**src/hdl/cae_pkg.sv**
```systemverilog
`default_nettype none
package cae_pkg;

    localparam int LEVEL_FRAC_BITS = 24;
    localparam int LEVEL_W = LEVEL_FRAC_BITS + 1;
    localparam logic [LEVEL_W-1:0] LEVEL_ONE = LEVEL_W'(1) << LEVEL_FRAC_BITS;

    localparam logic [15:0] CURVE_UNIT = 16'd4096;
    localparam logic [15:0] CURVE_MIN = 16'd410;
    localparam logic [15:0] CURVE_MAX = 16'd40960;
    localparam logic [15:0] CURVE_LIN_LO = 16'd4092;
    localparam logic [15:0] CURVE_LIN_HI = 16'd4100;

    localparam logic [4:0] DIV_LAST = 5'd23;
    localparam logic [4:0] LOG_LAST = 5'd15;
    localparam logic [4:0] EXP_LAST = 5'd15;
    localparam logic [4:0] ROOT_STEP_LAST = 5'd29;
    localparam logic [3:0] ROOT_LAST = 4'd15;

    localparam logic [1:0] FUNC_TICK = 2'd0;
    localparam logic [1:0] FUNC_NOTE_ON = 2'd1;
    localparam logic [1:0] FUNC_NOTE_OFF = 2'd2;
    localparam logic [1:0] FUNC_RESET = 2'd3;

    localparam logic [2:0] REG_ATTACK_STEP = 3'd0;
    localparam logic [2:0] REG_DECAY_STEP = 3'd1;
    localparam logic [2:0] REG_RELEASE_STEP = 3'd2;
    localparam logic [2:0] REG_SUSTAIN_LEVEL = 3'd3;
    localparam logic [2:0] REG_ATTACK_CURVE = 3'd4;
    localparam logic [2:0] REG_DECAY_CURVE = 3'd5;
    localparam logic [2:0] REG_RELEASE_CURVE = 3'd6;

    typedef enum logic [2:0] {
        STG_IDLE = 3'd0,
        STG_ATTACK = 3'd1,
        STG_DECAY = 3'd2,
        STG_SUSTAIN = 3'd3,
        STG_RELEASE = 3'd4
    } stage_t;

    typedef enum logic [4:0] {
        CS_INIT_LOAD, CS_INIT_SQRT, CS_INIT_STORE, CS_IDLE, CS_EVAL, CS_ROUTE,
        CS_PDIV, CS_PFIX, CS_CURVE, CS_CROUTE, CS_EDIV, CS_EFIX, CS_POW,
        CS_PROUTE, CS_NORM, CS_LOG, CS_NLMUL, CS_EXP, CS_EXPFIN, CS_ENVMUL,
        CS_ENVFIN, CS_AUDMUL, CS_AUDFIN, CS_DONE
    } ctrl_state_t;

    typedef enum logic [4:0] {
        OP_NONE, OP_INIT_LOAD, OP_INIT_STEP, OP_INIT_STORE, OP_ACCEPT, OP_EVAL,
        OP_DIV_STEP, OP_PFIX, OP_CURVE, OP_EFIX, OP_POW, OP_NORM, OP_LOG,
        OP_NLMUL, OP_EXP, OP_EXPFIN, OP_ENVMUL, OP_ENVFIN, OP_AUDMUL,
        OP_AUDFIN, OP_LOAD_OUT
    } dp_op_t;

    typedef struct packed {
        dp_op_t op;
        logic [3:0] idx;
        logic [4:0] cnt;
    } dp_cmd_t;

    typedef struct packed {
        logic env_direct;
        logic need_div;
        logic lin;
        logic inv;
        logic trivial;
        logic norm_done;
        logic out_free;
    } dp_status_t;

    typedef struct packed {
        logic [LEVEL_W-1:0] attack_step;
        logic [LEVEL_W-1:0] decay_step;
        logic [LEVEL_W-1:0] release_step;
        logic [LEVEL_W-1:0] sustain_level;
        logic [15:0] attack_curve;
        logic [15:0] decay_curve;
        logic [15:0] release_curve;
    } cfg_t;

endpackage
`default_nettype wire

```
**src/hdl/cae_ctrl.sv**
```systemverilog
`default_nettype none
module cae_ctrl (
    input  wire logic                clk,
    input  wire logic                rst_n,
    input  wire logic                in_valid,
    input  wire logic [1:0]          in_func,
    output logic                     in_ready,
    input  cae_pkg::dp_status_t      status,
    output cae_pkg::dp_cmd_t         cmd
);

    cae_pkg::ctrl_state_t state_reg, state_next;
    logic [4:0] cnt_reg, cnt_next;
    logic [3:0] idx_reg, idx_next;

    always_ff @(posedge clk or negedge rst_n)
    begin
        if (!rst_n)
        begin
            state_reg <= cae_pkg::CS_INIT_LOAD;
            cnt_reg <= 5'd0;
            idx_reg <= 4'd0;
        end
        else
        begin
            state_reg <= state_next;
            cnt_reg <= cnt_next;
            idx_reg <= idx_next;
        end
    end

    always_comb
    begin
        state_next = state_reg;
        cnt_next = cnt_reg;
        idx_next = idx_reg;
        case (state_reg)
            cae_pkg::CS_INIT_LOAD:
            begin
                state_next = cae_pkg::CS_INIT_SQRT;
                cnt_next = 5'd0;
            end
            cae_pkg::CS_INIT_SQRT:
            begin
                cnt_next = cnt_reg + 5'd1;
                if (cnt_reg == cae_pkg::ROOT_STEP_LAST) state_next = cae_pkg::CS_INIT_STORE;
            end
            cae_pkg::CS_INIT_STORE:
            begin
                idx_next = idx_reg + 4'd1;
                if (idx_reg == cae_pkg::ROOT_LAST) state_next = cae_pkg::CS_IDLE;
                else state_next = cae_pkg::CS_INIT_LOAD;
            end
            cae_pkg::CS_IDLE:
            begin
                if (in_valid)
                begin
                    if (in_func == cae_pkg::FUNC_TICK) state_next = cae_pkg::CS_EVAL;
                    else state_next = cae_pkg::CS_DONE;
                end
            end
            cae_pkg::CS_EVAL: state_next = cae_pkg::CS_ROUTE;
            cae_pkg::CS_ROUTE:
            begin
                cnt_next = 5'd0;
                if (status.env_direct) state_next = cae_pkg::CS_AUDMUL;
                else if (status.need_div) state_next = cae_pkg::CS_PDIV;
                else state_next = cae_pkg::CS_CURVE;
            end
            cae_pkg::CS_PDIV:
            begin
                cnt_next = cnt_reg + 5'd1;
                if (cnt_reg == cae_pkg::DIV_LAST) state_next = cae_pkg::CS_PFIX;
            end
            cae_pkg::CS_PFIX: state_next = cae_pkg::CS_CURVE;
            cae_pkg::CS_CURVE: state_next = cae_pkg::CS_CROUTE;
            cae_pkg::CS_CROUTE:
            begin
                cnt_next = 5'd0;
                if (status.lin) state_next = cae_pkg::CS_ENVMUL;
                else if (status.inv) state_next = cae_pkg::CS_EDIV;
                else state_next = cae_pkg::CS_POW;
            end
            cae_pkg::CS_EDIV:
            begin
                cnt_next = cnt_reg + 5'd1;
                if (cnt_reg == cae_pkg::DIV_LAST) state_next = cae_pkg::CS_EFIX;
            end
            cae_pkg::CS_EFIX: state_next = cae_pkg::CS_POW;
            cae_pkg::CS_POW: state_next = cae_pkg::CS_PROUTE;
            cae_pkg::CS_PROUTE:
            begin
                if (status.trivial) state_next = cae_pkg::CS_ENVMUL;
                else state_next = cae_pkg::CS_NORM;
            end
            cae_pkg::CS_NORM:
            begin
                cnt_next = 5'd0;
                if (status.norm_done) state_next = cae_pkg::CS_LOG;
            end
            cae_pkg::CS_LOG:
            begin
                cnt_next = cnt_reg + 5'd1;
                if (cnt_reg == cae_pkg::LOG_LAST) state_next = cae_pkg::CS_NLMUL;
            end
            cae_pkg::CS_NLMUL:
            begin
                cnt_next = 5'd0;
                state_next = cae_pkg::CS_EXP;
            end
            cae_pkg::CS_EXP:
            begin
                cnt_next = cnt_reg + 5'd1;
                if (cnt_reg == cae_pkg::EXP_LAST) state_next = cae_pkg::CS_EXPFIN;
            end
            cae_pkg::CS_EXPFIN: state_next = cae_pkg::CS_ENVMUL;
            cae_pkg::CS_ENVMUL: state_next = cae_pkg::CS_ENVFIN;
            cae_pkg::CS_ENVFIN: state_next = cae_pkg::CS_AUDMUL;
            cae_pkg::CS_AUDMUL: state_next = cae_pkg::CS_AUDFIN;
            cae_pkg::CS_AUDFIN: state_next = cae_pkg::CS_DONE;
            cae_pkg::CS_DONE:
            begin
                if (status.out_free) state_next = cae_pkg::CS_IDLE;
            end
            default: state_next = cae_pkg::CS_IDLE;
        endcase
    end

    always_comb
    begin
        in_ready = 1'b0;
        cmd.op = cae_pkg::OP_NONE;
        cmd.idx = idx_reg;
        cmd.cnt = cnt_reg;
        case (state_reg)
            cae_pkg::CS_INIT_LOAD: cmd.op = cae_pkg::OP_INIT_LOAD;
            cae_pkg::CS_INIT_SQRT: cmd.op = cae_pkg::OP_INIT_STEP;
            cae_pkg::CS_INIT_STORE: cmd.op = cae_pkg::OP_INIT_STORE;
            cae_pkg::CS_IDLE:
            begin
                in_ready = 1'b1;
                if (in_valid) cmd.op = cae_pkg::OP_ACCEPT;
            end
            cae_pkg::CS_EVAL: cmd.op = cae_pkg::OP_EVAL;
            cae_pkg::CS_PDIV: cmd.op = cae_pkg::OP_DIV_STEP;
            cae_pkg::CS_PFIX: cmd.op = cae_pkg::OP_PFIX;
            cae_pkg::CS_CURVE: cmd.op = cae_pkg::OP_CURVE;
            cae_pkg::CS_EDIV: cmd.op = cae_pkg::OP_DIV_STEP;
            cae_pkg::CS_EFIX: cmd.op = cae_pkg::OP_EFIX;
            cae_pkg::CS_POW: cmd.op = cae_pkg::OP_POW;
            cae_pkg::CS_NORM:
            begin
                if (!status.norm_done) cmd.op = cae_pkg::OP_NORM;
            end
            cae_pkg::CS_LOG: cmd.op = cae_pkg::OP_LOG;
            cae_pkg::CS_NLMUL: cmd.op = cae_pkg::OP_NLMUL;
            cae_pkg::CS_EXP: cmd.op = cae_pkg::OP_EXP;
            cae_pkg::CS_EXPFIN: cmd.op = cae_pkg::OP_EXPFIN;
            cae_pkg::CS_ENVMUL: cmd.op = cae_pkg::OP_ENVMUL;
            cae_pkg::CS_ENVFIN: cmd.op = cae_pkg::OP_ENVFIN;
            cae_pkg::CS_AUDMUL: cmd.op = cae_pkg::OP_AUDMUL;
            cae_pkg::CS_AUDFIN: cmd.op = cae_pkg::OP_AUDFIN;
            cae_pkg::CS_DONE:
            begin
                if (status.out_free) cmd.op = cae_pkg::OP_LOAD_OUT;
            end
            default: cmd.op = cae_pkg::OP_NONE;
        endcase
    end

endmodule
`default_nettype wire

```
**config.mk**
```make
export PLATFORM = sky130hd
export DESIGN_NAME = cae_ctrl
export DESIGN_NICKNAME = d
export VERILOG_FILES = /design/src/hdl/cae_pkg.sv /design/src/hdl/cae_ctrl.sv
export SDC_FILE = /design/constraint.sdc
export NUM_CORES = 1
export LEC_CHECK = 0
export BUFFER_PORTS_ARGS = -buffer_cell sky130_fd_sc_hd__buf_4
export CAP_MARGIN = 20
export CORE_MARGIN = 4
export CORE_UTILIZATION = 55
export DETAILED_ROUTE_END_ITERATION = 8
export PLACE_DENSITY = 0.89
export SYNTH_ARGS = -nofsm -noshare
export SYNTH_HDL_FRONTEND = slang
export SYNTH_SLANG_ARGS = --single-unit
export TNS_END_PERCENT = 20
```
**constraint.sdc**
```tcl
create_clock -name clk -period 1.9 [get_ports clk]
set_input_delay 0.095 -clock clk [delete_from_list [all_inputs] [get_ports clk]]
set_output_delay 0.095 -clock clk [all_outputs]
set_load 0.005 [all_outputs]
```
==> PnR_summary.wiki, run 1 <==
{| class="wikitable"
! Metric !! Value
|-
| Status || complete, no violations
|-
| Initial Utilization || 59.10%
|-
| Worst slew margin relative to its limit || 76.96%
|-
| Antenna violations before repair || 0
|-
| Critical path peak fanout || 7
|-
| Maximum clock rate || 527.2 MHz
|-
| Sequential share of power || 21.8%
|-
| Final critical-path required period || 1.897 ns
|-
| Layout cells sized above 1 || 37.68%
|-
| Share of the clock period used by the worst path || 99.84%
|-
| Worst endpoint data arrival time || 2.09 ns
|-
| Sum of internal, switching and leakage power || 0.002972 W
|-
| Cell with the most instances on the worst path || sky130_fd_sc_hd__buf_4
|-
| Sum of overflow across all layers after global routing || 0
|-
| First-pass GRT wire length || 6251 um
|-
| Clk pwr share || 5.6%
|-
| Internal || 0.001591 W
|-
| Ordered list of cells on the worst path || buf_4 > and4b_4 > o21ai_2 > nand3_2 > a211oi_4 > buf_4 > mux2i_1
|-
| Placed standard-cell area || 0.001672 sq mm
|-
| Number of buffer cells added on primary ports || 26
|-
| Slowest library cell on the worst path || sky130_fd_sc_hd__dfrtp_2
|-
| Logic pwr share || 72.5%
|-
| Clk_lat worst skew || 0.28 ns
|-
| Maximum number of pins on one net before global-route repair || 18
|-
| Core footprint || 0.002276 sq mm
|-
| DRC || 0
|-
| Measured slew at the worst slew-check pin || 0.3369 ns
|-
| Routability Congestion || 0.9903
|-
| Count of state elements after synthesis || 14
|-
| Maximum clock insertion buffer count || 2
|-
| Clock root cell || sky130_fd_sc_hd__clkbuf_4
|-
| Antenna Cells || 0
|-
| Final Hold Viols || 0
|-
| Net switching power figure || 0.001382 W
|-
| Worst IR drop on VDD || 1.120 mV
|-
| Routed via count divided by cell count || 6.298
|-
| Violation count after the first detailed-routing iteration || 108
|-
| Count of yosys warnings during synthesis || 0
|-
| Synth Area per Inst || 8.303 sq um
|-
| DR WL/cell || 17.52 um
|-
| Clock net sink count || 14
|-
| Critical path's largest stage delay || 0.48 ns
|-
| Switching part of the total || 46.48%
|-
| Final setup violation count || 0
|-
| Number of different library cells in the post-synthesis netlist || 51
|-
| H-tree levels || 1
|-
| Number of clock buffers inserted by TritonCTS || 3
|-
| Count of antenna-violating nets left after detailed routing || 0
|-
| Setup repair after global routing missed its margin || true
|-
| Standard-cell rows || 17
|-
| Hold WC Path Type || in2async
|-
| Worst-path clk slew || 0.08 ns
|-
| Endpoint kind of the worst setup timing path || flip-flop
|-
| Max-slew violation count || 0
|-
| Final instance area || 0.001789 sq mm
|-
| Max-capacitance violation count || 0
|-
| Area added between synthesis and finish || 33.02%
|-
| Overall via count from detail_route || 1480
|-
| Fill cell total of the finished layout || 146
|-
| Number of iterations in the first detailed-routing pass || 4
|-
| Netlist Area Pre-Place || 0.001345 sq mm
|-
| Setup tns final || 0 ns
|-
| Total Die Area || 0.003301 sq mm
|-
| Total power density per cell area || 1661 mW/mm^2
|-
| Synth Net Count || 178
|-
| Number of global-route vias before repair || 1377
|-
| Die width || 57.45 um
|-
| Primary flip-flop cell chosen by synthesis mapping || sky130_fd_sc_hd__dfrtp_1
|-
| Worst setup skew after layout || 0.001202 ns
|-
| Sequential fraction of the synthesis area || 26.05%
|-
| Die extent in y || 57.45 um
|-
| Post-synthesis instance total || 162
|-
| Io pins || 27
|-
| Proportion of synthesized flip-flops having asynchronous set or reset || 100.0%
|-
| Category of the most critical setup path || reg2reg
|-
| Launching element type of the critical path || flip-flop
|-
| Critical path required time || 2.10 ns
|-
| All-Layer GR Usage || 23.64%
|-
| Leakage power || 0.8080 nW
|-
| Number of flops mapped to enable cells by yosys || 0
|-
| Count of nets after finishing || 225
|-
| HPWL after detailed placement || 2997 um
|-
| CTS tree || built
|-
| Total length of routed wires || 4118 um
|}
## kinds of logic after synthesis
logic type      share of synthesized area, %
flops                                  26.05
mux                                    5.488
xor+xnor                               3.907
simple gates                           24.37
fa+ha+maj                              3.721
compound gates                         30.23
buf+inv                                6.233
## per-stage QoR
| stage | hold slack, ns | setup slack (ns) | utilization, % | std cells |
|---|---|---|---|---|
| 2_1_floorplan | -0.2006 | 0.09654 | - | 162 |
| 3_3_place_gp | -0.04950 | 0.09261 | 73.45 | 224 |
| 3_5_place_dp | -0.04619 | 0.02514 | 73.45 | 224 |
| 4_1_cts | 0.1950 | -0.004189 | 75.21 | 228 |
| 5_1_grt | 0.1881 | -0.07400 | 78.61 | 235 |
| 6_report | 0.1926 | 0.003042 | 78.61 | 235 |
## synth_stat cells (2+ instances only)
library cell,number,area [sq um]
sky130_fd_sc_hd__inv_1,7,26.28
sky130_fd_sc_hd__o21ai_0,10,50.05
sky130_fd_sc_hd__nand3_1,6,30.03
sky130_fd_sc_hd__nor3_1,7,35.03
sky130_fd_sc_hd__buf_2,7,35.03
sky130_fd_sc_hd__o2111ai_1,2,17.52
sky130_fd_sc_hd__ha_1,4,50.05
sky130_fd_sc_hd__nand2b_1,3,18.77
sky130_fd_sc_hd__nand4b_1,2,17.52
sky130_fd_sc_hd__o31ai_1,2,15.01
sky130_fd_sc_hd__a22oi_1,2,15.01
sky130_fd_sc_hd__xnor2_1,4,35.03
sky130_fd_sc_hd__dfrtp_1,14,350.3
sky130_fd_sc_hd__xor2_1,2,17.52
sky130_fd_sc_hd__o21ai_1,3,15.01
sky130_fd_sc_hd__clkbuf_1,5,18.77
sky130_fd_sc_hd__nor2b_1,6,37.54
sky130_fd_sc_hd__a22o_1,2,17.52
sky130_fd_sc_hd__mux2_2,3,33.78
sky130_fd_sc_hd__nor2_1,7,26.28
sky130_fd_sc_hd__mux2_4,2,30.03
sky130_fd_sc_hd__a211oi_1,2,15.01
sky130_fd_sc_hd__o32ai_1,2,17.52
sky130_fd_sc_hd__o2bb2ai_1,2,17.52
sky130_fd_sc_hd__o211ai_1,3,22.52
sky130_fd_sc_hd__a21oi_1,9,45.04
sky130_fd_sc_hd__and2_1,4,25.02
sky130_fd_sc_hd__nand2_1,15,56.30
sky130_fd_sc_hd__and3_1,3,18.77
## cell type report
type	instances	area [sq um]	area share, %
flip-flops and latches	14	355.3	19.86
repair buffers	54	412.9	23.08
multi-input cells	128	933.4	52.17
clock buffers	3	22.52	1.259
inverters	8	30.03	1.678
well taps	28	35.03	1.958
## power by group through the flow
stage	Sequential (W)	Combinational [W]	Clock, W
after floorplan	0.000511	0.00136	0
after global placement	0.000624	0.00195	0
after detailed placement	0.000638	0.00203	0
after CTS	0.000640	0.00204	0.000168
after global routing	0.000663	0.00232	0.000184
final	0.000649	0.00216	0.000167
## critical path, delay by kind of cell (launching register included)
kind,cells,cell delay [ns]
buffers and inverters,2,0.35
AOI/OAI and AO/OA,2,0.48
and+or+nand+nor,2,0.29
DFF,1,0.48
muxes,1,0.19
## final timing paths
check	start	endpoint	slack (ns)	depth (start not counted)
max	state_reg[3]	state_reg[1]	0.003	7
min	rst_n	state_reg[0]	0.19	2
max reg2reg	state_reg[3]	state_reg[1]	0.003	7
min reg2reg	idx_reg[3]	idx_reg[3]	0.51	1
max in group asynchronous	rst_n	state_reg[2]	1.52	2
min in group clk	status[2]	state_reg[2]	0.34	6
## placed cells by master, fill, tap and decap left out, drive strengths merged, types with 2 or more instances in the layout
cell type  count
a22oi          2
dfrtp         14
o211ai         3
o32ai          2
clkbuf         3
inv            8
nor3           7
o2111ai        2
a22o           2
ha             4
and3           3
nand2b         3
nand3          7
nand2         15
nor2           8
xnor2          4
xor2           2
a2111oi        2
o31ai          2
o2bb2ai        2
a21oi          9
o21ai         14
nor2b          6
a211oi         3
nand4b         2
buf           53
and2           4
mux2           5
## routing by layer
layer / track usage [%] / part of all wire (%) / vias up
li1: - / - / 689
met1: 28.51 / 41 / 700
met2: 42.10 / 50 / 77
met3: 5.204 / 7.3 / 14
met4: 5.960 / 2.1 / 0
met5: 0 / 0 / -
## timing repair
item	CTS	global route
endpoints found under the hold margin	14	0
hold buffers	1	0
resized for setup	4	8
pin swaps	1	2
setup buffers	0	7
endpoints found under the setup margin	3	7
(Power assumes the default switching activity.)
==> inputs of run 2 (changes only) <==
==> constraint.sdc (replaced) <==
create_clock -name clk -period 2 [get_ports clk]
set_input_delay 0.1 -clock clk [delete_from_list [all_inputs] [get_ports clk]]
set_output_delay 0.1 -clock clk [all_outputs]
set_load 0.005 [all_outputs]
==> run 2 against run 1 <==
Sequential share of layout area grew 0.98 points. Critical path depth increased by 1. Combinational power is 10% lower. Flip-flop and latch count is the same. Utilization is 3.7 points lower. Worst setup slack better by 0.092 ns. Worst hold slack improved by 0.0027 ns. Clock-buffer cell count rose by 1. Global-route usage rose by 0.79 points. Die area unchanged. Fmax is 0.44% lower. First-iteration DRC count fell by 30%. Critical endpoint is now state_reg[0].
==> PnR_summary.wiki, run 2 (synthesized netlist as in run 1, its figures left out) <==
{| class="wikitable"
! Metric !! Value
|-
| Maximum clock insertion buffer count || 2
|-
| Clk pwr share || 7.4%
|-
| Max-slew violation count || 0
|-
| HPWL after detailed placement || 2930 um
|-
| Worst endpoint data arrival time || 2.07 ns
|-
| Total power density per cell area || 1606 mW/mm^2
|-
| Worst setup skew after layout || 0.002367 ns
|-
| Count of antenna-violating nets left after detailed routing || 0
|-
| Final instance count without filler cells || 225
|-
| Number of buffer cells added on primary ports || 26
|-
| Final instance area || 0.001705 sq mm
|-
| Critical path required time || 2.17 ns
|-
| Most common library cell in the layout ignoring fill and taps || sky130_fd_sc_hd__buf_4
|-
| Violation count after the first detailed-routing iteration || 76
|-
| Die extent in y || 57.45 um
|-
| Depth of the worst register-to-register path || 8
|-
| Setup repair after global routing missed its margin || true
|-
| Standard-cell rows || 17
|-
| Critical path peak fanout || 5
|-
| Core footprint || 0.002276 sq mm
|-
| DR WL/cell || 16.74 um
|-
| Reg-to-Reg End || state_reg[0]
|-
| Reg2Reg Launch Point || cnt_reg[1]
|-
| Initial Utilization || 59.10%
|-
| Max-capacitance violation count || 0
|-
| Final Hold Viols || 0
|-
| Area added between synthesis and finish || 26.79%
|-
| Clk_lat worst skew || 0.28 ns
|-
| Critical path buffers and inverters || 0
|-
| Ordered list of cells on the worst path || ha_4 > and3_1 > ha_1 > nor2b_1 > o21ai_2 > nand3_2 > a211oi_4 > mux2_4
|-
| Slack of the worst reg-to-reg path || 0.09 ns
|-
| Number of iterations in the first detailed-routing pass || 4
|-
| Launching element type of the critical path || flip-flop
|-
| Category of the most critical setup path || reg2reg
|-
| CTS tree || built
|-
| Antenna Cells || 0
|-
| Leakage power || 0.7564 nW
|-
| Worst slew margin relative to its limit || 63.03%
|-
| All-Layer GR Usage || 24.43%
|-
| Measured slew at the worst slew-check pin || 0.5406 ns
|-
| Hold WC Path Type || in2async
|-
| Total length of routed wires || 3767 um
|-
| Switching part of the total || 46.21%
|-
| Number of global-route vias before repair || 1313
|-
| Critical path's largest stage delay || 0.46 ns
|-
| Maximum number of pins on one net before global-route repair || 22
|-
| Commonest non-fill, non-tap cells in the layout || 42 x sky130_fd_sc_hd__buf_4, 15 x sky130_fd_sc_hd__nand2_1, 10 x sky130_fd_sc_hd__o21ai_0, 10 x sky130_fd_sc_hd__dfrtp_1, 9 x sky130_fd_sc_hd__a21oi_1
|-
| Worst-path clk slew || 0.08 ns
|-
| Sum of overflow across all layers after global routing || 0
|-
| Maximum clock rate || 524.8 MHz
|-
| Smallest hold slack || 0.1953 ns
|-
| Placed standard-cell area || 0.001642 sq mm
|-
| Net switching power figure || 0.001266 W
|-
| Final setup violation count || 0
|-
| Antenna violations before repair || 0
|-
| Overall via count from detail_route || 1423
|-
| Slowest library cell on the worst path || sky130_fd_sc_hd__dfrtp_1
|-
| Internal || 0.001473 W
|-
| Share of the clock period used by the worst path || 95.27%
|-
| Routability Congestion || 0.9357
|-
| DRC || 0
|-
| H-tree levels || 1
|-
| Sequential share of power || 21.8%
|-
| Status || complete, no violations
|-
| Clock root cell || sky130_fd_sc_hd__clkbuf_4
|-
| Post-Place Worst Slack || 0.09179 ns
|-
| Number of clock buffers inserted by TritonCTS || 3
|-
| Count of nets after finishing || 214
|-
| Setup slack after layout || 0.09466 ns
|-
| Io pins || 27
|-
| First-pass GRT wire length || 6423 um
|-
| Count of placed standard cells including taps || 220
|-
| Routed via count divided by cell count || 6.324
|-
| Fill cell total of the finished layout || 168
|-
| Total Die Area || 0.003301 sq mm
|-
| Clock net sink count || 14
|-
| Worst IR drop on VDD || 1.071 mV
|-
| Endpoint kind of the worst setup timing path || flip-flop
|-
| Die width || 57.45 um
|-
| Final critical-path required period || 1.905 ns
|-
| Logic pwr share || 70.8%
|-
| Cell family contributing the most delay on the critical path || flip-flops
|-
| Layout cells sized above 1 || 32.99%
|}
[run 2: per-layer routing]
layer,GRT usage (%),share of wire (%)
met1,35.60,41
met3,3.620,8.8
met2,38.23,49
met4,4.967,0.98
met5,0,0
[run 2: cell type report]
type / instances / area, sq um / share of cell area [%]
Timing Repair Buffer: 43 / 325.3 / 19.08
Sequential cell: 14 / 355.3 / 20.84
Inverter: 8 / 30.03 / 1.761
Tap cell: 28 / 35.03 / 2.054
Multi-Input combinational cell: 128 / 923.4 / 54.15
Clock buffer: 4 / 36.28 / 2.128
[run 2: worst max path at each step]
stage,from,end,slack (ns),depth (start not counted)
2_1_floorplan,cnt_reg[0],state_reg[0],0.20,8
3_3_place_gp,cnt_reg[1],state_reg[3],0.18,8
3_5_place_dp,cnt_reg[1],state_reg[0],0.09,8
4_1_cts,state_reg[3],cmd[11],0.03,5
5_1_grt,cnt_reg[1],state_reg[3],-0.005,8
6_report,cnt_reg[1],state_reg[0],0.09,8
[run 2: through the flow]
| stage | TNS, ns | power (W) | utilization, % |
|---|---|---|---|
| final | 0 | 0.002739 | 74.93 |
| after global routing | -0.005490 | 0.002963 | 74.93 |
| after global placement | 0 | 0.002411 | 72.13 |
| after floorplan | 0 | 0.001774 | - |
| after CTS | 0 | 0.002706 | 74.16 |
| after detailed placement | 0 | 0.002487 | 72.13 |
[run 2: power groups by stage]
| stage | Sequential, W | Clock, W | Combinational, W |
|---|---|---|---|
| 3_5_place_dp | 0.000580 | 0 | 0.00191 |
| 3_3_place_gp | 0.000568 | 0 | 0.00184 |
| 4_1_cts | 0.000575 | 0.000208 | 0.00192 |
| 6_report | 0.000597 | 0.000204 | 0.00194 |
| 2_1_floorplan | 0.000486 | 0 | 0.00129 |
| 5_1_grt | 0.000625 | 0.000222 | 0.00212 |
[run 2: what timing repair did]
item,in CTS,in global routing
buffers inserted,0,0
gates resized for setup,0,6
hold endpoints to repair,14,0
endpoints found under the setup margin,0,6
hold buffers,1,0
[run 2: worst reg2reg max path, stage by stage, from the launching register on]
cell and delay, ns:
sky130_fd_sc_hd__dfrtp_1 0.46, sky130_fd_sc_hd__ha_4 0.17, sky130_fd_sc_hd__and3_1 0.15, sky130_fd_sc_hd__ha_1 0.15, sky130_fd_sc_hd__nor2b_1 0.05, sky130_fd_sc_hd__o21ai_2 0.06
sky130_fd_sc_hd__nand3_2 0.10, sky130_fd_sc_hd__a211oi_4 0.32, sky130_fd_sc_hd__mux2_4 0.33
==> inputs of run 3 (changes only) <==
--- a/config.mk
+++ b/config.mk
@@ -8,9 +8,9 @@
 export BUFFER_PORTS_ARGS = -buffer_cell sky130_fd_sc_hd__buf_4
 export CAP_MARGIN = 20
 export CORE_MARGIN = 4
-export CORE_UTILIZATION = 55
+export CORE_UTILIZATION = 30
 export DETAILED_ROUTE_END_ITERATION = 8
-export PLACE_DENSITY = 0.89
+export PLACE_DENSITY = 0.58
 export SYNTH_ARGS = -nofsm -noshare
 export SYNTH_HDL_FRONTEND = slang
 export SYNTH_SLANG_ARGS = --single-unit
==> run 3 against run 2 <==
Non-clock buffer count did not move. Largest power group unchanged. Via count fell by 6.5%. Fmax rose by 3.2%. Critical path type unchanged. Clock power rose by 39%. Critical path depth did not move.
==> PnR_summary.wiki, run 3 (synthesized netlist as in run 1, its figures left out) <==
{| class="wikitable"
! Metric !! Value
|-
| CTS tree || built
|-
| Endpoint kind of the worst setup timing path || flip-flop
|-
| Number of buffer cells added on primary ports || 26
|-
| Hold WC Path Type || in2async
|-
| Core footprint || 0.004354 sq mm
|-
| DRC || 0
|-
| Total power density per cell area || 1580 mW/mm^2
|-
| Crit path depth || 8
|-
| Number of global-route vias before repair || 1245
|-
| Worst IR drop on VDD || 0.8110 mV
|-
| Setup tns final || 0 ns
|-
| Critical path buffers and inverters || 0
|-
| Critical path peak fanout || 5
|-
| Overall via count from detail_route || 1330
|-
| Sum of overflow across all layers after global routing || 0
|-
| Routed via count divided by cell count || 5.341
|-
| Maximum number of pins on one net before global-route repair || 22
|-
| H-tree levels || 1
|-
| HPWL after detailed placement || 2804 um
|-
| Cell with the most instances on the worst path || sky130_fd_sc_hd__ha_1
|-
| Initial Utilization || 30.89%
|-
| Count of nets after finishing || 214
|-
| Slowest library cell on the worst path || sky130_fd_sc_hd__dfrtp_1
|-
| Critical path's largest stage delay || 0.35 ns
|-
| Layout cells sized above 1 || 31.47%
|-
| Die width || 74.96 um
|-
| Leakage power || 0.7695 nW
|-
| Commonest non-fill, non-tap cells in the layout || 42 x sky130_fd_sc_hd__buf_4, 15 x sky130_fd_sc_hd__nand2_1, 12 x sky130_fd_sc_hd__dfrtp_1
|-
| Cell family contributing the most delay on the critical path || compound AO/OA/AOI/OAI gates
|-
| First-pass GRT wire length || 6113 um
|-
| Worst-path clk slew || 0.07 ns
|-
| Ordered list of cells on the worst path || ha_1 > and3_1 > ha_1 > nor2b_1 > o21ai_2 > nand3_2 > a211oi_4 > mux2_4
|-
| Measured slew at the worst slew-check pin || 0.4361 ns
|-
| Routability Congestion || 0.7985
|-
| Number of clock buffers inserted by TritonCTS || 3
|-
| Clk_lat worst skew || 0.25 ns
|-
| Maximum clock rate || 541.5 MHz
|-
| Number of iterations in the first detailed-routing pass || 4
|-
| Antenna violations before repair || 0
|-
| Clock net sink count || 14
|-
| Io pins || 27
|-
| Final Hold Viols || 0
|-
| Max-slew violation count || 0
|-
| Launching element type of the critical path || flip-flop
|-
| Total Die Area || 0.005619 sq mm
|-
| Category of the most critical setup path || reg2reg
|-
| Post-Route Utilization || 39.94%
|-
| Final critical-path required period || 1.847 ns
|-
| Max-capacitance violation count || 0
|-
| All-Layer GR Usage || 13.95%
|-
| Violation count after the first detailed-routing iteration || 89
|-
| Total length of routed wires || 3717 um
|-
| Fill cell total of the finished layout || 448
|-
| Final setup violation count || 0
|-
| Count of antenna-violating nets left after detailed routing || 0
|-
| Depth of the worst register-to-register path || 8
|-
| Maximum clock insertion buffer count || 2
|-
| Setup repair after global routing missed its margin || false
|-
| Most common library cell in the layout ignoring fill and taps || sky130_fd_sc_hd__buf_4
|-
| Antenna Cells || 0
|-
| Die extent in y || 74.96 um
|-
| DR WL/cell || 14.93 um
|-
| Share of the clock period used by the worst path || 92.34%
|-
| Worst setup skew after layout || 0.007544 ns
|-
| Clock root cell || sky130_fd_sc_hd__clkbuf_8
|-
| Area added between synthesis and finish || 29.30%
|-
| Critical path required time || 2.14 ns
|-
| Worst endpoint data arrival time || 1.98 ns
|-
| Status || complete, no violations
|-
| Standard-cell rows || 24
|-
| Worst slew margin relative to its limit || 70.17%
|}
-- run 3: cell counts in the layout (fill, tap and decap cells not counted) --
No cell type changed its count.
-- run 3: cell type report --
cell class / instances / area (sq um) / area share (%)
Timing Repair Buffer: 43 / 325.3 / 18.71
Sequential cell: 14 / 352.8 / 20.29
Tap cell: 52 / 65.06 / 3.741
Inverter: 8 / 30.03 / 1.727
Clock buffer: 4 / 55.05 / 3.165
Multi-Input combinational cell: 128 / 910.9 / 52.37
-- run 3: path summary, 6_finish.rpt --
check | endpoint | startpoint | slack [ns]
worst max-delay path | state_reg[0] | cnt_reg[1] | 0.15
worst max register to register | state_reg[0] | cnt_reg[1] | 0.15
worst min-delay path | cnt_reg[3] | rst_n | 0.23
worst min register to register | idx_reg[3] | idx_reg[3] | 0.49
min in group clk | state_reg[2] | status[3] | 0.39
max in group asynchronous | state_reg[2] | rst_n | 1.57
-- run 3: worst reg2reg max path: cells and delay by family (launching register included) --
kind | cells | cell delay, ns
simple gates | 3 | 0.33
compound gates | 2 | 0.39
fa+ha+maj | 2 | 0.35
flops | 1 | 0.35
mux | 1 | 0.33
-- run 3: layer usage --
layer  track usage, %  vias up  share of wire, %
li1                 -      665                 -
met1            21.04      624                50
met2            21.37       39                44
met4            2.174        0              0.51
met3            2.003        2               5.0
met5                0        -                 0
-- run 3: repair_timing --
action,4_1_cts,5_1_grt
resized for setup,0,2
endpoints found under the hold margin,14,0
hold buffers,1,0
setup buffers,0,0
setup endpoints to repair,0,2
-- run 3: power by group --
| part | internal [W] | switching [W] |
|---|---|---|
| combinational | 0.000943 | 0.000945 |
| sequential | 0.000392 | 0.000184 |
| clock | 0.000174 | 0.000109 |
-- run 3: stage by stage --
step / cells / hold slack [ns] / setup WS (ns) / cell area (sq um) / power, W
floorplan: 162 / -0.1956 / 0.1965 / 1345 / 0.001774
global placement: 244 / -0.03617 / 0.1949 / 1672 / 0.002450
detailed placement: 244 / -0.03536 / 0.1547 / 1672 / 0.002446
CTS: 249 / 0.2389 / 0.1006 / 1737 / 0.002738
global route: 249 / 0.2479 / 0.009228 / 1739 / 0.002991
finish: 249 / 0.2345 / 0.1532 / 1739 / 0.002748
